[src/hw/rtl/crc_framed_command_encoder_assert.svh]
// Assertion macros shared by the CRC framed command encoder RTL.
// Included by the modules that carry concurrent checks; needs no package.
`ifndef CRC_FRAMED_COMMAND_ENCODER_ASSERT_SVH
`define CRC_FRAMED_COMMAND_ENCODER_ASSERT_SVH

`ifndef SYNTHESIS
// property must hold on every clock edge outside reset
`define CRCE_ASSERT(lbl, clk, rst_n, prop, msg) \
	lbl: assert property (@(posedge clk) disable iff (!rst_n) prop) else $error(msg);
// condition must never be seen outside reset
`define CRCE_NEVER(lbl, clk, rst_n, cond, msg) \
	lbl: assert property (@(posedge clk) disable iff (!rst_n) !(cond)) else $error(msg);
`else
`define CRCE_ASSERT(lbl, clk, rst_n, prop, msg)
`define CRCE_NEVER(lbl, clk, rst_n, cond, msg)
`endif

`endif

[src/hw/rtl/crce_pkg.sv]
// Shared types, constants and CRC helper functions for the encoder.
// No dependencies; imported by every RTL file but the assertion header.
package crce_pkg;

	localparam int unsigned CRC_W          = 32;
	localparam int unsigned BYTE_W         = 8;
	localparam int unsigned TRAILER_BYTES  = 4;
	localparam int unsigned CFG_IDX_W      = 8;
	localparam int unsigned FIFO_DEPTH_DEF = 4;

	localparam logic [CRC_W-1:0] CRC_POLY_RST = 32'h04C11DB7;
	localparam logic [CRC_W-1:0] CRC_INIT_RST = 32'hFFFFFFFF;

	// configuration register indexes
	localparam logic [CFG_IDX_W-1:0] REG_POLY = 8'd0;
	localparam logic [CFG_IDX_W-1:0] REG_INIT = 8'd1;

	typedef logic [CRC_W-1:0] crc_word_t;
	typedef logic [BYTE_W-1:0] byte_t;

	// column j holds the 32-shift image of bit j of the CRC word
	typedef logic [CRC_W-1:0][CRC_W-1:0] crc_mat_t;

	// front to back queue entry
	typedef struct packed {
		byte_t     data_byte;
		logic      is_last;
		crc_word_t crc;
	} crce_entry_t;

	// status from the matrix builder to the front
	typedef struct packed {
		logic     busy;
		crc_mat_t cols;
	} crce_mat_t;

	// one MSB-first shift step with the polynomial
	function automatic crc_word_t crc_shift(input crc_word_t v, input crc_word_t poly);
		crc_word_t r;
		r = {v[CRC_W-2:0], 1'b0};
		if (v[CRC_W-1]) begin
			r = r ^ poly;
		end
		return r;
	endfunction

	// 32 shifts are linear in the word: XOR the columns selected by its bits
	function automatic crc_word_t crc_fold(input crc_mat_t cols, input crc_word_t x);
		crc_word_t acc;
		acc = '0;
		for (int j = 0; j < CRC_W; j++) begin
			if (x[j]) begin
				acc = acc ^ cols[j];
			end
		end
		return acc;
	endfunction

endpackage

[src/hw/rtl/crce_ifs.sv]
// Valid/ready channel interfaces: command bytes in, frame bytes out, config writes.
// Depends on crce_pkg for field widths.
interface crce_cmd_if import crce_pkg::*; ();
	logic  valid;
	logic  ready;
	byte_t data_byte;
	logic  is_header;
	logic  is_last;

	modport source (output valid, output data_byte, output is_header, output is_last,
		input ready);
	modport sink (input valid, input data_byte, input is_header, input is_last,
		output ready);
endinterface

interface crce_tx_if import crce_pkg::*; ();
	logic  valid;
	logic  ready;
	byte_t out_byte;
	logic  frame_end;

	modport source (output valid, output out_byte, output frame_end, input ready);
	modport sink (input valid, input out_byte, input frame_end, output ready);
endinterface

interface crce_cfg_if import crce_pkg::*; ();
	logic                 valid;
	logic                 ready;
	logic [CFG_IDX_W-1:0] index;
	crc_word_t            data;

	modport source (output valid, output index, output data, input ready);
	modport sink (input valid, input index, input data, output ready);
endinterface

[src/hw/rtl/crce_matrix.sv]
// Builds the 32x32 fold matrix from the polynomial, one column per cycle.
// Depends on crce_pkg.
module crce_matrix import crce_pkg::*; (
	input  logic      clk,
	input  logic      arst_n,
	input  logic      poly_we,
	input  crc_word_t poly_wdata,
	output crce_mat_t mat
);

	localparam int unsigned IDX_W = $clog2(CRC_W);

	crc_word_t  poly_q;
	crc_word_t  cur_q;
	logic [IDX_W-1:0] idx_q;
	logic       busy_q;
	crc_mat_t   cols_q;

	// sweep: col0 = poly, col(j+1) = one shift of col(j)
	always_ff @(posedge clk or negedge arst_n) begin
		if (!arst_n) begin
			poly_q <= CRC_POLY_RST;
			cur_q  <= CRC_POLY_RST;
			idx_q  <= '0;
			busy_q <= 1'b1;
		end else if (poly_we) begin
			poly_q <= poly_wdata;
			cur_q  <= poly_wdata;
			idx_q  <= '0;
			busy_q <= 1'b1;
		end else if (busy_q) begin
			cur_q <= crc_shift(cur_q, poly_q);
			idx_q <= idx_q + 1'b1;
			if (idx_q == IDX_W'(CRC_W - 1)) begin
				busy_q <= 1'b0;
			end
		end
	end

	// column storage, payload only
	always_ff @(posedge clk) begin
		if (busy_q && !poly_we) begin
			cols_q[idx_q] <= cur_q;
		end
	end

	assign mat.busy = busy_q;
	assign mat.cols = cols_q;

endmodule

[src/hw/rtl/crce_front.sv]
// Front end: takes command bytes, tracks the CRC register, pushes queue entries.
// Depends on crce_pkg and the channel interfaces.
module crce_front import crce_pkg::*; (
	input  logic            clk,
	input  logic            arst_n,
	crce_cmd_if.sink        cmd,
	input  crce_mat_t       mat,
	input  logic            init_we,
	input  crc_word_t       init_wdata,
	input  logic            q_full,
	output logic            q_push,
	output crce_entry_t     q_wdata
);

	crc_word_t init_q;
	crc_word_t crc_q;
	crc_word_t crc_next;

	// hold off while the matrix is rebuilt or the queue is full
	assign cmd.ready = !mat.busy && !q_full;
	assign q_push    = cmd.valid && cmd.ready;

	// header reloads, body byte folds in at the low bits
	always_comb begin
		if (cmd.is_header) begin
			crc_next = init_q;
		end else begin
			crc_next = crc_fold(mat.cols, crc_q ^ {{(CRC_W-BYTE_W){1'b0}}, cmd.data_byte});
		end
	end

	assign q_wdata.data_byte = cmd.data_byte;
	assign q_wdata.is_last   = cmd.is_last;
	assign q_wdata.crc       = crc_next;

	always_ff @(posedge clk or negedge arst_n) begin
		if (!arst_n) begin
			init_q <= CRC_INIT_RST;
			crc_q  <= CRC_INIT_RST;
		end else begin
			if (init_we) begin
				init_q <= init_wdata;
			end
			if (q_push) begin
				crc_q <= crc_next;
			end
		end
	end

endmodule

[src/hw/rtl/crce_fifo.sv]
// Short queue between front and back ends, flop storage, show-ahead read.
// Depends on crce_pkg and the assertion macro header.
`include "crc_framed_command_encoder_assert.svh"

module crce_fifo import crce_pkg::*; #(
	parameter int unsigned DEPTH = FIFO_DEPTH_DEF
) (
	input  logic        clk,
	input  logic        arst_n,
	input  logic        push,
	input  crce_entry_t wdata,
	input  logic        pop,
	output crce_entry_t rdata,
	output logic        full,
	output logic        empty
);

	localparam int unsigned AW = (DEPTH > 1) ? $clog2(DEPTH) : 1;
	localparam int unsigned CW = $clog2(DEPTH + 1);

	crce_entry_t       mem_q [DEPTH];
	logic [AW-1:0]     wr_ptr_q;
	logic [AW-1:0]     rd_ptr_q;
	logic [CW-1:0]     count_q;

	assign full  = (count_q == CW'(DEPTH));
	assign empty = (count_q == '0);
	assign rdata = mem_q[rd_ptr_q];

	function automatic logic [AW-1:0] ptr_inc(input logic [AW-1:0] p);
		return (p == AW'(DEPTH - 1)) ? '0 : p + 1'b1;
	endfunction

	always_ff @(posedge clk) begin
		if (push) begin
			mem_q[wr_ptr_q] <= wdata;
		end
	end

	// pointers and fill count
	always_ff @(posedge clk or negedge arst_n) begin
		if (!arst_n) begin
			wr_ptr_q <= '0;
			rd_ptr_q <= '0;
			count_q  <= '0;
		end else begin
			if (push) begin
				wr_ptr_q <= ptr_inc(wr_ptr_q);
			end
			if (pop) begin
				rd_ptr_q <= ptr_inc(rd_ptr_q);
			end
			if (push && !pop) begin
				count_q <= count_q + 1'b1;
			end else if (pop && !push) begin
				count_q <= count_q - 1'b1;
			end
		end
	end

	`CRCE_NEVER(a_no_push_full, clk, arst_n, push && full, "push into full queue")
	`CRCE_NEVER(a_no_pop_empty, clk, arst_n, pop && empty, "pop from empty queue")
	`CRCE_ASSERT(a_count_up, clk, arst_n, push && !pop |=> count_q == $past(count_q) + 1'b1, "fill count did not follow push")

endmodule

[src/hw/rtl/crce_back.sv]
// Back end: emits queued bytes and, after a last byte, the four CRC trailer bytes.
// Depends on crce_pkg, the channel interfaces and the assertion macro header.
`include "crc_framed_command_encoder_assert.svh"

module crce_back import crce_pkg::*; (
	input  logic        clk,
	input  logic        arst_n,
	input  crce_entry_t q_rdata,
	input  logic        q_empty,
	output logic        q_pop,
	crce_tx_if.source   tx
);

	localparam int unsigned TCW = $clog2(TRAILER_BYTES + 1);

	logic           out_valid_q;
	byte_t          out_byte_q;
	logic           frame_end_q;
	crc_word_t      crc_q;
	logic [TCW-1:0] trl_cnt_q;
	logic           can_load;

	// output register frees up when empty or taken this cycle
	assign can_load = !out_valid_q || tx.ready;
	assign q_pop    = can_load && (trl_cnt_q == '0) && !q_empty;

	assign tx.valid     = out_valid_q;
	assign tx.out_byte  = out_byte_q;
	assign tx.frame_end = frame_end_q;

	// control: valid and trailer count
	always_ff @(posedge clk or negedge arst_n) begin
		if (!arst_n) begin
			out_valid_q <= 1'b0;
			trl_cnt_q   <= '0;
		end else if (can_load) begin
			if (trl_cnt_q != '0) begin
				out_valid_q <= 1'b1;
				trl_cnt_q   <= trl_cnt_q - 1'b1;
			end else if (!q_empty) begin
				out_valid_q <= 1'b1;
				if (q_rdata.is_last) begin
					trl_cnt_q <= TCW'(TRAILER_BYTES);
				end
			end else begin
				out_valid_q <= 1'b0;
			end
		end
	end

	// payload: frame byte, or trailer byte LSB first
	always_ff @(posedge clk) begin
		if (can_load) begin
			if (trl_cnt_q != '0) begin
				out_byte_q  <= crc_q[BYTE_W-1:0];
				frame_end_q <= (trl_cnt_q == TCW'(1));
				crc_q       <= crc_q >> BYTE_W;
			end else if (!q_empty) begin
				out_byte_q  <= q_rdata.data_byte;
				frame_end_q <= 1'b0;
				crc_q       <= q_rdata.crc;
			end
		end
	end

	`CRCE_NEVER(a_no_pop_in_trailer, clk, arst_n, q_pop && trl_cnt_q != '0, "pop during trailer")
	`CRCE_ASSERT(a_trailer_valid, clk, arst_n, trl_cnt_q != '0 |-> out_valid_q, "trailer pending without valid output")
	`CRCE_ASSERT(a_end_last, clk, arst_n, out_valid_q && frame_end_q |-> trl_cnt_q == '0, "frame end before trailer done")

endmodule

[src/hw/rtl/crc_framed_command_encoder.sv]
// CRC framed command encoder, top level.
// Channels: cmd (sink) takes one frame byte per item with is_header/is_last marks;
// tx (source) gives out_byte/frame_end items; cfg (sink) writes index 0 =
// polynomial, 1 = initial value, other indexes are ignored. cfg.ready is always high.
// Every byte is passed through; after a byte marked last four CRC bytes follow,
// least significant first, the fourth one with frame_end set.
// A taken cmd item goes to the queue, then to the output register that drives tx.
// Throughput: one item per cycle unless tx stalls, the matrix is being rebuilt or
// a trailer goes out. The CRC update is one XOR tree over a 32x32 fold matrix.
// After reset and after every polynomial write the matrix is rebuilt one
// column per cycle: cmd.ready stays low until all 32 columns are built.
// When tx stalls, the output register and a FIFO_DEPTH entry queue absorb items,
// then cmd.ready drops until room frees up. Reset clears the queue and
// loads the CRC register with all ones.
// Depends on crce_pkg, crce_ifs and the crce_* submodules.
module crc_framed_command_encoder import crce_pkg::*; #(
	parameter int unsigned FIFO_DEPTH = FIFO_DEPTH_DEF
) (
	input  logic       clk,
	input  logic       arst_n,
	crce_cmd_if.sink   cmd,
	crce_tx_if.source  tx,
	crce_cfg_if.sink   cfg
);

	logic        poly_we;
	logic        init_we;
	crce_mat_t   mat;
	logic        q_push;
	logic        q_pop;
	logic        q_full;
	logic        q_empty;
	crce_entry_t q_wdata;
	crce_entry_t q_rdata;

	// config register decode
	assign cfg.ready = 1'b1;
	assign poly_we   = cfg.valid && (cfg.index == REG_POLY);
	assign init_we   = cfg.valid && (cfg.index == REG_INIT);

	crce_matrix u_matrix (
		.clk        (clk),
		.arst_n     (arst_n),
		.poly_we    (poly_we),
		.poly_wdata (cfg.data),
		.mat        (mat)
	);

	crce_front u_front (
		.clk        (clk),
		.arst_n     (arst_n),
		.cmd        (cmd),
		.mat        (mat),
		.init_we    (init_we),
		.init_wdata (cfg.data),
		.q_full     (q_full),
		.q_push     (q_push),
		.q_wdata    (q_wdata)
	);

	crce_fifo #(
		.DEPTH (FIFO_DEPTH)
	) u_fifo (
		.clk    (clk),
		.arst_n (arst_n),
		.push   (q_push),
		.wdata  (q_wdata),
		.pop    (q_pop),
		.rdata  (q_rdata),
		.full   (q_full),
		.empty  (q_empty)
	);

	crce_back u_back (
		.clk     (clk),
		.arst_n  (arst_n),
		.q_rdata (q_rdata),
		.q_empty (q_empty),
		.q_pop   (q_pop),
		.tx      (tx)
	);

endmodule

[src/flat_wrapper.sv]
// flat-port wrapper written by rule: the top's interface ports become plain ports
module crc_framed_command_encoder_flat import crce_pkg::*;
#(
	parameter int unsigned FIFO_DEPTH = FIFO_DEPTH_DEF
)
  (clk, arst_n, cmd_valid, cmd_data_byte, cmd_is_header, cmd_is_last, cmd_ready, tx_valid, tx_out_byte, tx_frame_end, tx_ready, cfg_valid, cfg_index, cfg_data, cfg_ready);
  crce_cmd_if cmd_i ();
  crce_tx_if tx_i ();
  crce_cfg_if cfg_i ();
  input  logic clk;
  input  logic arst_n;
  input wire logic [$bits(cmd_i.valid)-1:0] cmd_valid;
  input wire logic [$bits(cmd_i.data_byte)-1:0] cmd_data_byte;
  input wire logic [$bits(cmd_i.is_header)-1:0] cmd_is_header;
  input wire logic [$bits(cmd_i.is_last)-1:0] cmd_is_last;
  output wire logic [$bits(cmd_i.ready)-1:0] cmd_ready;
  output wire logic [$bits(tx_i.valid)-1:0] tx_valid;
  output wire logic [$bits(tx_i.out_byte)-1:0] tx_out_byte;
  output wire logic [$bits(tx_i.frame_end)-1:0] tx_frame_end;
  input wire logic [$bits(tx_i.ready)-1:0] tx_ready;
  input wire logic [$bits(cfg_i.valid)-1:0] cfg_valid;
  input wire logic [$bits(cfg_i.index)-1:0] cfg_index;
  input wire logic [$bits(cfg_i.data)-1:0] cfg_data;
  output wire logic [$bits(cfg_i.ready)-1:0] cfg_ready;
  assign cmd_i.valid = cmd_valid;
  assign cmd_i.data_byte = cmd_data_byte;
  assign cmd_i.is_header = cmd_is_header;
  assign cmd_i.is_last = cmd_is_last;
  assign cmd_ready = cmd_i.ready;
  assign tx_valid = tx_i.valid;
  assign tx_out_byte = tx_i.out_byte;
  assign tx_frame_end = tx_i.frame_end;
  assign tx_i.ready = tx_ready;
  assign cfg_i.valid = cfg_valid;
  assign cfg_i.index = cfg_index;
  assign cfg_i.data = cfg_data;
  assign cfg_ready = cfg_i.ready;
  crc_framed_command_encoder #(.FIFO_DEPTH(FIFO_DEPTH)) u_core (.clk(clk), .arst_n(arst_n), .cmd(cmd_i), .tx(tx_i), .cfg(cfg_i));
endmodule
[config.mk]
export PLATFORM = sky130hd
export DESIGN_NAME = crc_framed_command_encoder_flat
export DESIGN_NICKNAME = d
export VERILOG_FILES = /design/src/hw/rtl/crce_pkg.sv /design/src/hw/rtl/crce_ifs.sv /design/src/hw/rtl/crce_matrix.sv /design/src/hw/rtl/crce_front.sv /design/src/hw/rtl/crce_fifo.sv /design/src/hw/rtl/crce_back.sv /design/src/hw/rtl/crc_framed_command_encoder.sv /design/src/flat_wrapper.sv
export VERILOG_INCLUDE_DIRS = /design/src /design/src/hw/rtl
export SDC_FILE = /design/constraint.sdc
export NUM_CORES = 2
export LEC_CHECK = 0
export BUFFER_PORTS_ARGS = -buffer_cell sky130_fd_sc_hd__buf_2
export CORE_MARGIN = 1
export CORE_UTILIZATION = 35
export CTS_CLUSTER_SIZE = 20
export DETAILED_ROUTE_END_ITERATION = 10
export PLACE_DENSITY = 0.58
export SYNTH_ARGS = -nofsm -noshare
export SYNTH_HDL_FRONTEND = slang
export SYNTH_HIERARCHICAL = 1
export SYNTH_SLANG_ARGS = --single-unit
[constraint.sdc]
create_clock -name clk -period 8.1 [get_ports clk]
set_input_delay 0 -clock clk [delete_from_list [all_inputs] [get_ports clk]]
set_output_delay 0 -clock clk [all_outputs]
set_load 0.02 [all_outputs]
==> results.json <==
{
  "wl_met3_um": 15400,
  "yosysMostFrequentCell": "edfxtp_1",
  "synthTopCellsByArea": "edfxtp_1, xnor2_1, nand2_1, dfstp_2, xor2_1",
  "synth_cells": 4130,
  "hold_violations": 0,
  "yosysWarnings": 6,
  "rsz0062_at_grt": "no",
  "synth_edf_count": 1229,
  "path_cells": "xor2_4 -> buf_4 -> nand2_1 -> xor2_1 -> xnor2_1 -> xnor3_1 -> xnor2_1 -> mux2i_1",
  "startpoint_type": "flip-flop",
  "fin_ws_ns": 4.01,
  "synth_cell_types": 52,
  "hold_start": "cfg_data[24]",
  "status": "finished clean",
  "num_vias": 33200,
  "overflow": 0,
  "wirelength_met1_um": 74300,
  "worstSetupEndpointType": "flip-flop",
  "syn-cell-area_sq_um": 59000,
  "grt_use_total_pct": 20.4,
  "yosys.area.top_type": "edfxtp_1",
  "dr_wl_met2_um": 80100,
  "r2r-end": "u_core/u_fifo/mem_q[1][26]",
  "grt_pass1_vias": 31600,
  "totalWireLength_um": 173000,
  "syn_nets": 4197,
  "cellLeakagePower_nw": 23.4,
  "grt_max_degree": 75,
  "holdPathStages": 3,
  "cts_resized": 0,
  "nFillCells": 15300,
  "setup_viol": 0,
  "peakVddDrop_uv": 234,
  "crit_top_cell": "xnor2_1",
  "ys.flop_type": "edfxtp_1",
  "period_needed_ns": 4.09,
  "hold_end": "u_core/u_matrix/poly_q[24]",
  "cap_violations": 0,
  "timing.setup.tns_ns": 0,
  "post_cts_buffers": 0,
  "fmax_mhz": 244,
  "ys_seq_elements": 1374,
  "relSlewSlack_pct": 25.5,
  "cp_num_buf_inv": 1,
  "first_iter_violations": 3997,
  "antenna_found_initial": 4,
  "hpwl_um": 94800,
  "crit_fanout": 18,
  "drcViolationCount": 0,
  "dieArea_sq_um": 170000,
  "rows": 150,
  "numCtsBuffers": 142,
  "critPathSlowestCell": "xnor2_1",
  "grt_pass1_wl_um": 242000,
  "drive_gt1_share_pct": 13.6,
  "io_pins": 67,
  "p_per_area_nw_per_um2": 433,
  "cp.arrival_ns": 4.53,
  "worstPathRequired_ns": 8.54,
  "core_sq_um": 167000,
  "wl_per_cell_um": 26.1,
  "postLayoutCoreUtil_pct": 40.2,
  "die_h_um": 412,
  "hold_path.class": "primary input to flip-flop",
  "tightest_slew_ns": 1.11,
  "p_total_w": 0.0291,
  "clk_path_buf_depth": 3,
  "clkSinkCount": 1374,
  "fin_skew_ns": 0.0205,
  "nNetsFinal": 4390,
  "timing.critical_path.max_delay_family": "XOR/XNOR gates",
  "htreeDepth": 4,
  "worstSetupPathType": "flip-flop to flip-flop",
  "initial_utilization_pct": 35.3,
  "maxSlewViolCount": 0,
  "timing.rr.start": "u_core/u_front/crc_q[5]",
  "die_w_um": 412,
  "highest_layer": "met4",
  "synthArstFlopShare_pct": 10.6,
  "preCtsSetupSlack_ns": 4.25,
  "postSynthAreaPerCell_sq_um": 14.3,
  "clk_pin_slew_ns": 0.06,
  "first_pass_iters": 7,
  "via_per_inst": 4.99,
  "root_buffer": "clkbuf_16",
  "syn_to_final_growth_pct": 13.9,
  "finalCritPeriodShare_pct": 50.5,
  "ff2ff_setup_slack_ns": 4.01,
  "synth.top_cell.area_share_pct": 62.6,
  "hold_buffers": 52,
  "portBuffers": 65,
  "slowest_delay_ns": 0.63,
  "gp_congestion": 0.813,
  "insertion_delay_ns": 0.77,
  "cts_tree": "done",
  "ant_nets": 0,
  "seq_area_frac_synth_pct": 68.9,
  "rr_worst_depth": 8,
  "synth_top_cells_by_count": "edfxtp_1, nand2_1, xnor2_1"
}
[metrics by stage]
step | hold slack, ns | cells | area, sq um
global placement | 0.00737 | 6331 | 62200
floorplan | -0.296 | 4130 | 59000
global route | 0.0378 | 6640 | 67100
finish | 0.0557 | 6643 | 67200
detailed placement | 0.000670 | 6331 | 62200
CTS | 0.000140 | 6640 | 67100
[worst register-to-register path, stage by stage (launching register included)]
cell and delay, ns:
dfstp_2 0.58, xor2_4 0.49, buf_4 0.43, nand2_1 0.12, xor2_1 0.19, xnor2_1 0.59, xnor3_1 0.45, xnor2_1 0.64
mux2i_1 0.30
[cell usage in the layout, fill, tap and decap left out, drive strengths merged, types with 2 or more instances in the layout]
cell type       n
nor3            5
buf           167
nand2b          2
edfxtp       1229
nand3b          5
or4b            2
nand3           2
ha             11
inv            47
o21ai          68
bufinv          5
o22ai          32
a22oi          30
a21o            2
xor2          266
clkbuf        192
mux4           41
nor2           77
a21oi          34
mux2           65
o31ai           2
xnor3          32
nand2        1098
mux2i          34
diode           3
dlygate4sd3    51
nor2b           3
nor3b           2
xnor2         706
dfrtp          52
dfstp          93
clkinv         57
and2           13
[area by class of cell]
cell class                      instances  area, sq um  area share [%]
Sequential cell                      1374        40700            60.5
Inverter                               44          165           0.246
Tap cell                             2204         2760            4.11
Multi-Input combinational cell       2543        17500            26.1
Clock inverter                         65          432           0.643
Clock buffer                          192         3990            5.94
Timing Repair Buffer                  218         1620            2.42
Antenna cell                            3         7.51          0.0112
[routing by layer]
metal / up-vias / global-route usage (%)
met5: - / 0
met4: 0 / 4.93
met3: 199 / 4.36
met2: 1381 / 32.0
met1: 17100 / 28.7
li1: 14500 / -
[logic make-up (layout without fill, tap and decap cells)]
| kind of cell | after synthesis | in the layout | synth area share (%) |
|---|---|---|---|
| DFF | 1374 | 1374 | 68.9 |
| and+or+nand+nor | 1216 | 1216 | 7.99 |
| xor gates and xnor gates | 1004 | 1004 | 15.7 |
| buffers and inverters | 213 | 519 | 2.02 |
| AOI/OAI and AO/OA | 170 | 170 | 1.68 |
| muxes | 140 | 140 | 3.40 |
| adders and majority gates | 12 | 12 | 0.267 |
| other | 1 | 4 | 0.00636 |
[flip-flops by register name, indices dropped and copies added, names as in the netlist, 2 cells and up]
| name | flops |
|---|---|
| u_core/u_fifo/mem_q | 164 |
| u_core/u_back/trl_cnt_q | 3 |
| u_core/u_front/init_q | 32 |
| u_core/u_matrix/mat | 1024 |
| u_core/u_fifo/wr_ptr_q | 2 |
| u_core/u_back/crc_q | 32 |
| u_core/u_front/crc_q | 32 |
| u_core/u_back/tx.out_byte | 8 |
| u_core/u_fifo/count_q | 3 |
| u_core/u_matrix/poly_q | 32 |
| u_core/u_matrix/cur_q | 32 |
| u_core/u_fifo/rd_ptr_q | 2 |
| u_core/u_matrix/idx_q | 5 |
[worst max path at each step]
stage / end / start / slack [ns] / cells past startpoint
final: u_core/u_fifo/mem_q[1][26] / u_core/u_front/crc_q[5] / 4.01 / 8
after global routing: u_core/u_fifo/mem_q[3][26] / u_core/u_front/crc_q[5] / 3.96 / 8
after CTS: u_core/u_fifo/mem_q[1][26] / u_core/u_front/crc_q[5] / 4.24 / 8
after detailed placement: u_core/u_fifo/mem_q[2][26] / u_core/u_front/crc_q[5] / 4.25 / 8
after global placement: u_core/u_fifo/mem_q[0][26] / u_core/u_front/crc_q[5] / 4.22 / 8
after floorplan: u_core/u_back/crc_q[0] / u_core/u_back/tx.valid / 4.87 / 3
[power breakdown]
part	switching (W)	leakage [nW]	internal (W)
registers	0.000417	13.2	0.00931
clock network	0.00272	2.17	0.00360
logic	0.00816	8.08	0.00485
total	0.0113	23.4	0.0178
(Power assumes the default switching activity.)
